===== src/rtl/core/mrc_pkg.sv =====
// Shared types, constants and the CRC-16 byte update for the Modbus response checker.
package mrc_pkg;

    localparam int MAX_FRAME_BYTES_DEF = 256;

    localparam logic [7:0]  FUNC_READ  = 8'h03;
    localparam logic [7:0]  FUNC_WRITE = 8'h10;
    localparam logic [15:0] CRC_INIT   = 16'hFFFF;
    localparam logic [15:0] CRC_POLY   = 16'hA001;
    localparam logic [8:0]  POS_MAX    = 9'd511;
    localparam logic [9:0]  WRITE_LEN  = 10'd8;
    localparam logic [9:0]  READ_EXTRA = 10'd5;
    localparam logic [8:0]  DATA_START = 9'd3;

    typedef enum logic [1:0] {
        REG_DEVICE_ADDRESS = 2'd0,
        REG_RESPONSE_KIND  = 2'd1,
        REG_EXPECTED_COUNT = 2'd2,
        REG_UNUSED         = 2'd3
    } reg_index_t;

    typedef enum logic [2:0] {
        ST_OK    = 3'd0,
        ST_ADDR  = 3'd1,
        ST_FUNC  = 3'd2,
        ST_COUNT = 3'd3,
        ST_LEN   = 3'd4,
        ST_CRC   = 3'd5
    } status_t;

    typedef struct packed {
        logic [7:0] device_address;
        logic       response_kind;
        logic [6:0] expected_reg_count;
    } cfg_t;

    // Reflected CRC-16 update over one byte, one bit per step.
    function automatic logic [15:0] crc_byte(input logic [15:0] crc_in, input logic [7:0] b);
        logic [15:0] c;
        c = crc_in ^ {8'h00, b};
        for (int k = 0; k < 8; k++) begin
            if (c[0]) begin
                c = (c >> 1) ^ CRC_POLY;
            end else begin
                c = c >> 1;
            end
        end
        return c;
    endfunction

endpackage


===== src/rtl/core/mrc_cfg_regs.sv =====
// Configuration register file for the Modbus response checker.
module mrc_cfg_regs
    import mrc_pkg::*;
(
    input  logic       aclk,
    input  logic       aresetn,
    input  logic       cfg_valid,
    input  logic [1:0] cfg_index,
    input  logic [7:0] cfg_data,
    output cfg_t       cfg
);

    cfg_t cfg_reg;

    always_ff @(posedge aclk) begin
        if (!aresetn) begin
            cfg_reg.device_address     <= 8'd1;
            cfg_reg.response_kind      <= 1'b0;
            cfg_reg.expected_reg_count <= 7'd1;
        end else if (cfg_valid) begin
            case (reg_index_t'(cfg_index))
                REG_DEVICE_ADDRESS: cfg_reg.device_address     <= cfg_data;
                REG_RESPONSE_KIND:  cfg_reg.response_kind      <= cfg_data[0];
                REG_EXPECTED_COUNT: cfg_reg.expected_reg_count <= cfg_data[6:0];
                default: ;
            endcase
        end
    end

    assign cfg = cfg_reg;

endmodule


===== src/rtl/core/mrc_frame_check.sv =====
// Per-byte frame tracking, header and CRC checks, and the result register.
module mrc_frame_check
    import mrc_pkg::*;
#(
    parameter int MAX_FRAME_BYTES = MAX_FRAME_BYTES_DEF
) (
    input  logic       aclk,
    input  logic       aresetn,
    input  cfg_t       cfg,
    input  logic       in_valid,
    output logic       in_ready,
    input  logic [7:0] in_byte,
    input  logic       in_last,
    output logic       out_valid,
    input  logic       out_ready,
    output logic [7:0] out_data_byte,
    output logic       out_data_valid,
    output logic       out_frame_done,
    output status_t    out_status
);

    logic [15:0] crc_reg, crc_next;
    logic [15:0] held_reg, held_next;
    logic [8:0]  pos_reg, pos_next;
    status_t     fault_reg, fault_next;

    logic        out_valid_reg;
    logic [7:0]  out_byte_reg;
    logic        out_dv_reg;
    logic        out_last_reg;
    status_t     out_status_reg;

    logic        accept;
    logic        is_read;
    logic [7:0]  data_len;
    logic [9:0]  frame_len;
    logic [9:0]  expect_len;
    logic        dv;
    status_t     status_w;

    assign in_ready = !out_valid_reg || out_ready;
    assign accept   = in_valid && in_ready;
    assign is_read  = !cfg.response_kind;
    assign data_len = {cfg.expected_reg_count, 1'b0};

    always_comb begin
        fault_next = fault_reg;
        if (fault_reg == ST_OK) begin
            if (pos_reg == 9'd0 && in_byte != cfg.device_address) begin
                fault_next = ST_ADDR;
            end else if (pos_reg == 9'd1 && in_byte != (is_read ? FUNC_READ : FUNC_WRITE)) begin
                fault_next = ST_FUNC;
            end else if (pos_reg == 9'd2 && is_read && in_byte != data_len) begin
                fault_next = ST_COUNT;
            end
        end

        dv = is_read && pos_reg >= DATA_START
             && {1'b0, pos_reg} < ({2'b00, data_len} + {1'b0, DATA_START});

        // The byte two places back leaves the hold and enters the CRC.
        crc_next  = (pos_reg >= 9'd2) ? crc_byte(crc_reg, held_reg[15:8]) : crc_reg;
        held_next = {held_reg[7:0], in_byte};

        frame_len  = {1'b0, pos_reg} + 10'd1;
        expect_len = is_read ? ({2'b00, data_len} + READ_EXTRA) : WRITE_LEN;

        status_w = ST_OK;
        if (in_last) begin
            if (fault_next != ST_OK) begin
                status_w = fault_next;
            end else if (frame_len != expect_len || frame_len > 10'(MAX_FRAME_BYTES)) begin
                status_w = ST_LEN;
            end else if ({held_next[7:0], held_next[15:8]} != crc_next) begin
                status_w = ST_CRC;
            end
        end

        if (in_last) begin
            pos_next = 9'd0;
        end else if (pos_reg < POS_MAX) begin
            pos_next = pos_reg + 9'd1;
        end else begin
            pos_next = pos_reg;
        end
    end

    always_ff @(posedge aclk) begin
        if (!aresetn) begin
            crc_reg   <= CRC_INIT;
            held_reg  <= 16'h0000;
            pos_reg   <= 9'd0;
            fault_reg <= ST_OK;
        end else if (accept) begin
            pos_reg <= pos_next;
            if (in_last) begin
                crc_reg   <= CRC_INIT;
                held_reg  <= 16'h0000;
                fault_reg <= ST_OK;
            end else begin
                crc_reg   <= crc_next;
                held_reg  <= held_next;
                fault_reg <= fault_next;
            end
        end
    end

    always_ff @(posedge aclk) begin
        if (!aresetn) begin
            out_valid_reg <= 1'b0;
        end else if (accept) begin
            out_valid_reg <= 1'b1;
        end else if (out_ready) begin
            out_valid_reg <= 1'b0;
        end
    end

    always_ff @(posedge aclk) begin
        if (accept) begin
            out_byte_reg   <= dv ? in_byte : 8'h00;
            out_dv_reg     <= dv;
            out_last_reg   <= in_last;
            out_status_reg <= status_w;
        end
    end

    assign out_valid      = out_valid_reg;
    assign out_data_byte  = out_byte_reg;
    assign out_data_valid = out_dv_reg;
    assign out_frame_done = out_last_reg;
    assign out_status     = out_status_reg;

    // A verdict is only ever reported on the last word of a frame.
    a_status_only_at_end: assert property (@(posedge aclk) disable iff (!aresetn)
        out_valid_reg && !out_last_reg |-> out_status_reg == ST_OK)
        else $error("nonzero status on a word that does not end the frame");

    a_byte_zero_unless_data: assert property (@(posedge aclk) disable iff (!aresetn)
        out_valid_reg && !out_dv_reg |-> out_byte_reg == 8'h00)
        else $error("data byte not cleared outside the data field");

    a_frame_end_clears: assert property (@(posedge aclk) disable iff (!aresetn)
        accept && in_last |=> pos_reg == 9'd0 && crc_reg == CRC_INIT && fault_reg == ST_OK)
        else $error("frame state not cleared after the last word");

    a_data_only_for_read: assert property (@(posedge aclk) disable iff (!aresetn)
        accept && dv |-> !cfg.response_kind && pos_reg >= DATA_START)
        else $error("data flagged outside a read data field");

endmodule


===== src/rtl/core/modbus_response_checker_unit.sv =====
// Top level of the Modbus RTU response checker with stream and configuration ports.
// The result word for an accepted input word is registered and offered on the master side in the next cycle.
// Throughput: one word per cycle while the master side takes results; the CRC byte update and checks
// fit between the frame state registers and the result register.
// s_tready stays high while the result register is empty or being taken.
// Reset (aresetn low, synchronous) restores configuration defaults and clears frame state.
module modbus_response_checker_unit
    import mrc_pkg::*;
#(
    parameter int MAX_FRAME_BYTES = MAX_FRAME_BYTES_DEF
) (
    input  logic        aclk,
    input  logic        aresetn,
    input  logic        s_tvalid,
    output logic        s_tready,
    input  logic [7:0]  s_tdata,    // [7:0] rx_byte
    input  logic        s_tlast,    // last_byte
    output logic        m_tvalid,
    input  logic        m_tready,
    output logic [15:0] m_tdata,    // [7:0] data_byte, [10:8] status, [15:11] zero
    output logic        m_tuser,    // data_valid
    output logic        m_tlast,    // frame_done
    input  logic        cfg_valid,
    output logic        cfg_ready,
    input  logic [1:0]  cfg_index,
    input  logic [7:0]  cfg_data
);

    cfg_t       cfg;
    logic [7:0] data_byte;
    status_t    status;

    assign cfg_ready = 1'b1;

    mrc_cfg_regs u_cfg (
        .aclk      (aclk),
        .aresetn   (aresetn),
        .cfg_valid (cfg_valid),
        .cfg_index (cfg_index),
        .cfg_data  (cfg_data),
        .cfg       (cfg)
    );

    mrc_frame_check #(
        .MAX_FRAME_BYTES (MAX_FRAME_BYTES)
    ) u_check (
        .aclk           (aclk),
        .aresetn        (aresetn),
        .cfg            (cfg),
        .in_valid       (s_tvalid),
        .in_ready       (s_tready),
        .in_byte        (s_tdata),
        .in_last        (s_tlast),
        .out_valid      (m_tvalid),
        .out_ready      (m_tready),
        .out_data_byte  (data_byte),
        .out_data_valid (m_tuser),
        .out_frame_done (m_tlast),
        .out_status     (status)
    );

    assign m_tdata = {5'b00000, status, data_byte};

endmodule


===== config.mk =====
export PLATFORM = sky130hd
export DESIGN_NAME = modbus_response_checker_unit
export DESIGN_NICKNAME = d
export VERILOG_FILES = /design/src/rtl/core/mrc_pkg.sv /design/src/rtl/core/mrc_cfg_regs.sv /design/src/rtl/core/mrc_frame_check.sv /design/src/rtl/core/modbus_response_checker_unit.sv
export SDC_FILE = /design/constraint.sdc
export NUM_CORES = 1
export LEC_CHECK = 0
export ABC_AREA = 1
export BUFFER_PORTS_ARGS = -buffer_cell sky130_fd_sc_hd__clkbuf_2
export CORE_ASPECT_RATIO = 0.6
export CORE_MARGIN = 10
export CORE_UTILIZATION = 45
export DETAILED_ROUTE_END_ITERATION = 8
export PLACE_DENSITY = 0.74
export SYNTH_ARGS = -nofsm -noshare
export SYNTH_HDL_FRONTEND = slang
export SYNTH_SLANG_ARGS = --single-unit

===== constraint.sdc =====
create_clock -name aclk -period 5.18 [get_ports aclk]
set_input_delay 0.518 -clock aclk [delete_from_list [all_inputs] [get_ports aclk]]
set_output_delay 0.518 -clock aclk [all_outputs]
set_load 0.05 [all_outputs]

Yosys cells after proc, flatten, opt, wreduce, memory -nomap -nowiden:

Cells that the tools add are included.

* register bits after elaboration: 74
* logic and storage cells: 85

* add/subtract/negate cells: 4
* order comparisons: 5
* equal/unequal tests: 9
* multiplexer cells: 25
* bitwise gates (word level): 9
* reductions and logical operators: 21

Operators with widths (count)
* $mux 16: 11
* $mux 3: 8
* $ne 8x8->1: 3
* $not 2->3: 8
* $ge 9x2->1 const B: 2
* $mux 9: 2
* $ne 16x16->1: 1
* $xor 16x8->16: 1
* $add 9x1->10 const B: 1
* $gt 10x9->1 const B: 1
* $lt 9x10->1: 1
* $mux 10: 1
* $ne 10x10->1: 1
* $add 8x2->9 const B: 1
* $add 8x3->9 const B: 1
* $add 9x1->9 const B: 1
* $eq 9x1->1 const B: 1
* $eq 9x2->1 const B: 1
* $logic_not 9->1: 1
* $lt 9x9->1 const B: 1
* $reduce_and 2->1: 4
* $logic_and 1x1->1: 7
* $mux 5: 1
* $reduce_bool 2->1: 2
* other kinds (8): 11

Logic depth before layout (Yosys ltp):

* word-level depth: 22
* mapped depth: 19

Cells and area by module:

Synthesis repeated with hierarchy kept, for this count alone.

* cells, all modules: 740
* area total of the unflattened synthesis: 4799.6 sq um

Modules (own cells, without submodules)
* mrc_frame_check: instances 1, cells an instance 628, area an instance 4023.9 sq um, sequential area each 1291.2 sq um
* mrc_cfg_regs: instances 1, cells an instance 104, area an instance 723.2 sq um, sequential area each 320.3 sq um
* modbus_response_checker_unit: instances 1, cells an instance 8, area an instance 52.6 sq um, sequential area each 0.0 sq um

Least setup slack after synthesis:

No wires, ideal clock.

* kind: register to register
* start: register u_check.out_valid_reg (netlist: u_check.out_valid)
* end: register u_check.out_byte_reg[0] (netlist: u_check.out_data_byte[0]), enable pin
* library setup time: 382 ps
* data arrival time: 2211 ps
* data required time: 4798 ps
* path slack: 2586 ps
* cell stages (with the launch flop): 6
* buffers on the path: 2
* path through: dfxtp_1 -> nand2_1 -> nand2_1 -> inv_1 -> clkbuf_1 -> clkbuf_1

* cells in the longest elaborated chain, start to end: 3

RTL lines
* start: declaration: line mrc_frame_check.sv:27 `logic out_valid_reg;`
* start signal: assignment: line mrc_frame_check.sv:110 `out_valid_reg <= 1'b0;`
* start signal: assignment: line mrc_frame_check.sv:112 `out_valid_reg <= 1'b1;`
* start signal: assignment: line mrc_frame_check.sv:114 `out_valid_reg <= 1'b0;`
* $logic_not 1->1: line mrc_frame_check.sv:41 `assign in_ready = !out_valid_reg || out_ready;`
* $logic_or 1x1->1: line mrc_frame_check.sv:41
* named net s_tready: line modbus_response_checker_unit.sv:15 `output logic s_tready,`
* $logic_and 1x1->1: line mrc_frame_check.sv:42 `assign accept = in_valid && in_ready;`
* named net u_check.accept: line mrc_frame_check.sv:33 `logic accept;`
* end signal: assignment: line mrc_frame_check.sv:120 `out_byte_reg <= dv ? in_byte : 8'h00;`
* end: declaration: line mrc_frame_check.sv:28 `logic [7:0] out_byte_reg;`

The timed path passes the listed nets, and every way through them passes these cells.
A chain may end at the register's enable or synchronous reset.

Final worst setup path:

* start: register u_check.pos_reg[0]
* end: register u_check.out_status_reg[0] (netlist: u_check.out_status[0]) (data pin)

* cells in the longest elaborated chain, start to end: 9
* elaborated cells on any way between the ends: 22

RTL lines
* start: declaration: line mrc_frame_check.sv:24 `logic [8:0] pos_reg, pos_next;`
* start signal: assignment: line mrc_frame_check.sv:95 `pos_reg <= pos_next;`
* parallel branches: the longest is 8 deep, another holds $add 9x1->10
* $mux 3 (*): line mrc_frame_check.sv:70 `if (fault_next != ST_OK) begin`
* end signal: assignment: line mrc_frame_check.sv:123 `out_status_reg <= status_w;`
* end: declaration: line mrc_frame_check.sv:31 `status_t out_status_reg;`

Every way passes the cells marked *.

==> metrics.md <==
| Metric | Value |
|---|---|
| Outcome | `finished clean` |
| Drt pass-1 iters | `6` |
| P_leak | `2.38 nW` |
| Largest net degree at the start of global routing | `28` |
| Transition time at the pin with the least slew margin | `1.22 ns` |
| Overall die width | `151 µm` |
| # IOs | `45` |
| Minimum clock period | `3.09 ns` |
| Final count of pins violating max slew | `0` |
| Largest delay contributor family on the critical path | `simple AND/OR/NAND/NOR gates` |
| DRT Wirelength | `13600 µm` |
| Final Hold Fails | `0` |
| Avg Vias per Cell | `5.49` |
| Total number of yosys warnings | `0` |
| Number of cells in the finished layout apart from fillers | `a little under 900` |
| Final net count | `775` |
| Vias after detailed routing | `4806` |
| Diodes inserted | `0` |
| R2r startpoint | `u_check.pos_reg[0]` |
| Sink Count | `74` |
| Pwr dens | `302 mW/mm²` |
| Hold wc startpoint | `cfg_data[7]` |
| Category of the worst setup path capture point | `register` |
| Crit-path cells | `inv_1, ha_1, nor2_4, nand2_4, nand2_1, nand2_1, nand2_1, nand2_1, nor2_1, nand2_1, nor2_1, nand2_1, nor2_1, nand2_1, nor2_2, nand2_1, nand3_1, a21oi_1` |
| Full die area | `0.0149 mm²` |
| Clock edge transition at the registers on the reported setup and hold paths | `0.06 ns` |
| R2R Setup Slk | `between 2 and 2.5 ns` |
| Depth of the worst register-to-register path | `18` |
| Place WS | `2.20 ns` |
| Final instance area | `0.00522 mm²` |
| Max capacitance violation total | `0` |
| Initial cell density of the core | `46.5%` |
| Hold-critical path depth | `3` |
| Classification of the worst-slack hold path | `in -> reg` |
| Buffers plus inverters on the worst setup path | `1` |
| Area of the placeable core | `0.00995 mm²` |
| Number of buffers inserted to repair setup after CTS | `0` |
| Overflow left after global routing | `0` |
| Number of antenna violations at the first check in global routing | `0` |
| Post-route ant nets | `0` |
| Number of DRC markers after the initial detailed-route iteration | `around 530` |
| CP max-delay cell | `sky130_fd_sc_hd__dfxtp_1` |
| PostCTS Resize Cnt | `0` |
| Die Span Y | `98.5 µm` |
| Kind of start point of the critical path | `register` |
| # hold bufs at CTS | `0` |
| Max stage delay on crit path | `about 0.5 ns` |
| Maximum clock insertion buffer count | `2` |
| Num CTS Buffers | `9` |
| Syn avg cell area | `6.56 µm²` |
| Summed instance area of the synthesized netlist | `between 0.004 and 0.005 mm²` |
| Register bit count reported by yosys | `74` |
| FMAX | `324 MHz` |
| Critical Path Most Common Cell | `sky130_fd_sc_hd__nand2_1` |
| Final setup violating endpoints | `0` |
| Normalized max-slew margin | `18.2%` |
| Total placed cells including tap cells | `860` |
| Worst Setup Path Type | `reg -> reg` |
| Worst setup path startpoint | `u_check.pos_reg[0]` |
| Total number of H-tree levels | `3` |
| Post-detailed-route DRC marker count | `0` |
| Seq/Total Area, Yosys | `34.8%` |
| Setup repair after global routing missed its margin | `false` |
| Final critical-path setup slack | `2.09 ns` |
| Data arrival time of the worst path | `between 3 and 4 ns` |
| Cell count along the critical path | `18` |
| Global router's overall resource usage | `18.4%` |
| CTS tree | `done` |
| Largest clock skew in the final design | `0.0102 ns` |
| Gate count of the mapped netlist | `705` |
| FP Rows | `28` |
| Share of cells above drive strength 1 | `8.37%` |
| Sum Neg Setup Slack | `0 ns` |
| Highest ir drop seen on vdd | `229 µV` |
| Routability Congestion | `0.935` |
| Max Fanout on Critical Path | `27` |
| Number of distinct library cells after synthesis | `37` |
| Cell at the root of the clock tree | `sky130_fd_sc_hd__clkbuf_16` |
| Total of buffers placed on input and output ports | `38` |
| Placement-stage cell area | `slightly below 0.005 mm²` |
| Critical path data required time | `5.26 ns` |
| Syn-to-layout area delta | `12.8%` |
| Detailed placer's ending HPWL | `10400 µm` |
| Post-route clock period utilization | `59.6%` |
| Vias in the first global route | `4369` |
| Clock latency at the later pin of the worst-skew pair | `approximately 0.34 ns` |
| Final-layout fill cell count | `980` |
| First-pass GRT wire length | `22100 µm` |
| Detailed-route wire length per cell | `15.5 µm` |
## synthesized netlist by cell type
library cell                number  area (µm²)
sky130_fd_sc_hd__a21o_1          1        7.51
sky130_fd_sc_hd__a21oi_1        47         235
sky130_fd_sc_hd__a221oi_1        1        8.76
sky130_fd_sc_hd__a31oi_1         1        6.26
sky130_fd_sc_hd__and3_1          1        6.26
sky130_fd_sc_hd__buf_2           2        10.0
sky130_fd_sc_hd__buf_4           8        60.1
sky130_fd_sc_hd__buf_6           1        11.3
sky130_fd_sc_hd__clkbuf_1       13        48.8
sky130_fd_sc_hd__clkinv_1        1        3.75
sky130_fd_sc_hd__conb_1          2        7.51
sky130_fd_sc_hd__dfxtp_1        61        1220
sky130_fd_sc_hd__edfxtp_1       13         390
sky130_fd_sc_hd__ha_1           15         188
sky130_fd_sc_hd__inv_1          68         255
sky130_fd_sc_hd__nand2_1       233         875
sky130_fd_sc_hd__nand2_2         1        6.26
sky130_fd_sc_hd__nand2_4         1        11.3
sky130_fd_sc_hd__nand3_1        66         330
sky130_fd_sc_hd__nand3b_1        4        30.0
sky130_fd_sc_hd__nand4_1         9        56.3
sky130_fd_sc_hd__nor2_1         63         236
sky130_fd_sc_hd__nor2_2          1        6.26
sky130_fd_sc_hd__nor2_4          2        22.5
sky130_fd_sc_hd__nor3_1          6        30.0
sky130_fd_sc_hd__nor3b_1         1        7.51
sky130_fd_sc_hd__nor4_1          1        6.26
sky130_fd_sc_hd__o2111ai_1       1        8.76
sky130_fd_sc_hd__o211ai_1       16         120
sky130_fd_sc_hd__o21ai_0        36         180
sky130_fd_sc_hd__o21ai_1         1        5.00
sky130_fd_sc_hd__o21ai_2         1        8.76
sky130_fd_sc_hd__o22ai_1         3        18.8
sky130_fd_sc_hd__o31ai_1         2        15.0
sky130_fd_sc_hd__or2_2           1        6.26
sky130_fd_sc_hd__xnor2_1        11        96.3
sky130_fd_sc_hd__xor2_1         10        87.6
## kinds of logic after synthesis
kind of cell,after synthesis,synth area share (%)
flops,74,34.8
xor+xnor,21,3.98
fa+ha+maj,15,4.06
other cells,2,0.162
compound gates,110,13.3
buf+inv,93,8.41
simple gates,390,35.3
## layout by cell type (no fill, tap or decap), types with 2 or more instances in the layout
master	synthesis	layout
sky130_fd_sc_hd__a21oi_1	47	47
sky130_fd_sc_hd__xnor2_1	11	11
sky130_fd_sc_hd__nor2_1	63	63
sky130_fd_sc_hd__clkbuf_2	0	38
sky130_fd_sc_hd__conb_1	2	6
sky130_fd_sc_hd__nand2_1	233	233
sky130_fd_sc_hd__ha_1	15	15
sky130_fd_sc_hd__nand4_1	9	9
sky130_fd_sc_hd__o211ai_1	16	16
sky130_fd_sc_hd__clkbuf_16	0	11
sky130_fd_sc_hd__xor2_1	10	10
sky130_fd_sc_hd__inv_1	68	68
sky130_fd_sc_hd__edfxtp_1	13	13
sky130_fd_sc_hd__nand3_1	66	66
sky130_fd_sc_hd__dfxtp_1	61	61
sky130_fd_sc_hd__nand3b_1	4	4
sky130_fd_sc_hd__buf_4	8	2
sky130_fd_sc_hd__o21ai_0	36	36
sky130_fd_sc_hd__nor2_4	2	2
sky130_fd_sc_hd__nor3_1	6	6
sky130_fd_sc_hd__o31ai_1	2	2
sky130_fd_sc_hd__o22ai_1	3	3
## cell type report
class	count	area [µm²]	share of cell area (%)
flip-flops and latches	74	1610	30.9
clock inverters	4	52.6	1.01
multi-input cells	542	2640	50.6
inverters	69	259	4.97
well taps	135	169	3.24
clock buffers	12	279	5.35
repair buffers	40	205	3.93
## path summary, 6_finish.rpt
kind | end
max | u_check.out_status[0]
min | u_cfg.cfg[15]
max reg2reg | u_check.out_status[0]
min reg2reg | u_check.fault_reg[2]
## per-stage QoR
step	power [W]	util [%]	hold slack, ns
finish	0.00158	52.4	0.406
global route	0.00165	52.4	0.453
CTS	0.00158	52.4	0.401
detailed placement	0.000898	49.1	0.478
global placement	0.000892	49.1	0.472
floorplan	0.000832	-	0.443
## routing by layer
| metal | wire, µm | vias to the layer above | GRT usage, % |
|---|---|---|---|
| met5 | 0 | - | 0 |
| met4 | 138 | 0 | 4.64 |
| met3 | 1930 | 15 | 6.26 |
| met2 | 5100 | 271 | 23.9 |
| met1 | 6380 | 2161 | 27.8 |
| li1 | - | 2359 | - |
## where the power goes
group	leakage, nW	internal [W]	switching, W
clock	0.163	0.000433	0.000249
combinational	1.59	0.0000758	0.000182
sequential	0.629	0.000611	0.0000242
## worst register-to-register path, cell delays in order, from the launching register on
cell,delay [ns]
sky130_fd_sc_hd__dfxtp_1,0.49
sky130_fd_sc_hd__inv_1,0.16
sky130_fd_sc_hd__ha_1,0.27
sky130_fd_sc_hd__nor2_4,0.38
sky130_fd_sc_hd__nand2_4,0.27
sky130_fd_sc_hd__nand2_1,0.17
sky130_fd_sc_hd__nand2_1,0.09
sky130_fd_sc_hd__nand2_1,0.07
sky130_fd_sc_hd__nand2_1,0.05
sky130_fd_sc_hd__nor2_1,0.12
sky130_fd_sc_hd__nand2_1,0.09
sky130_fd_sc_hd__nor2_1,0.11
sky130_fd_sc_hd__nand2_1,0.09
sky130_fd_sc_hd__nor2_1,0.10
sky130_fd_sc_hd__nand2_1,0.07
sky130_fd_sc_hd__nor2_2,0.09
sky130_fd_sc_hd__nand2_1,0.06
sky130_fd_sc_hd__nand3_1,0.07
sky130_fd_sc_hd__a21oi_1,0.08
Note: power is estimated with default switching activity, not from simulation.
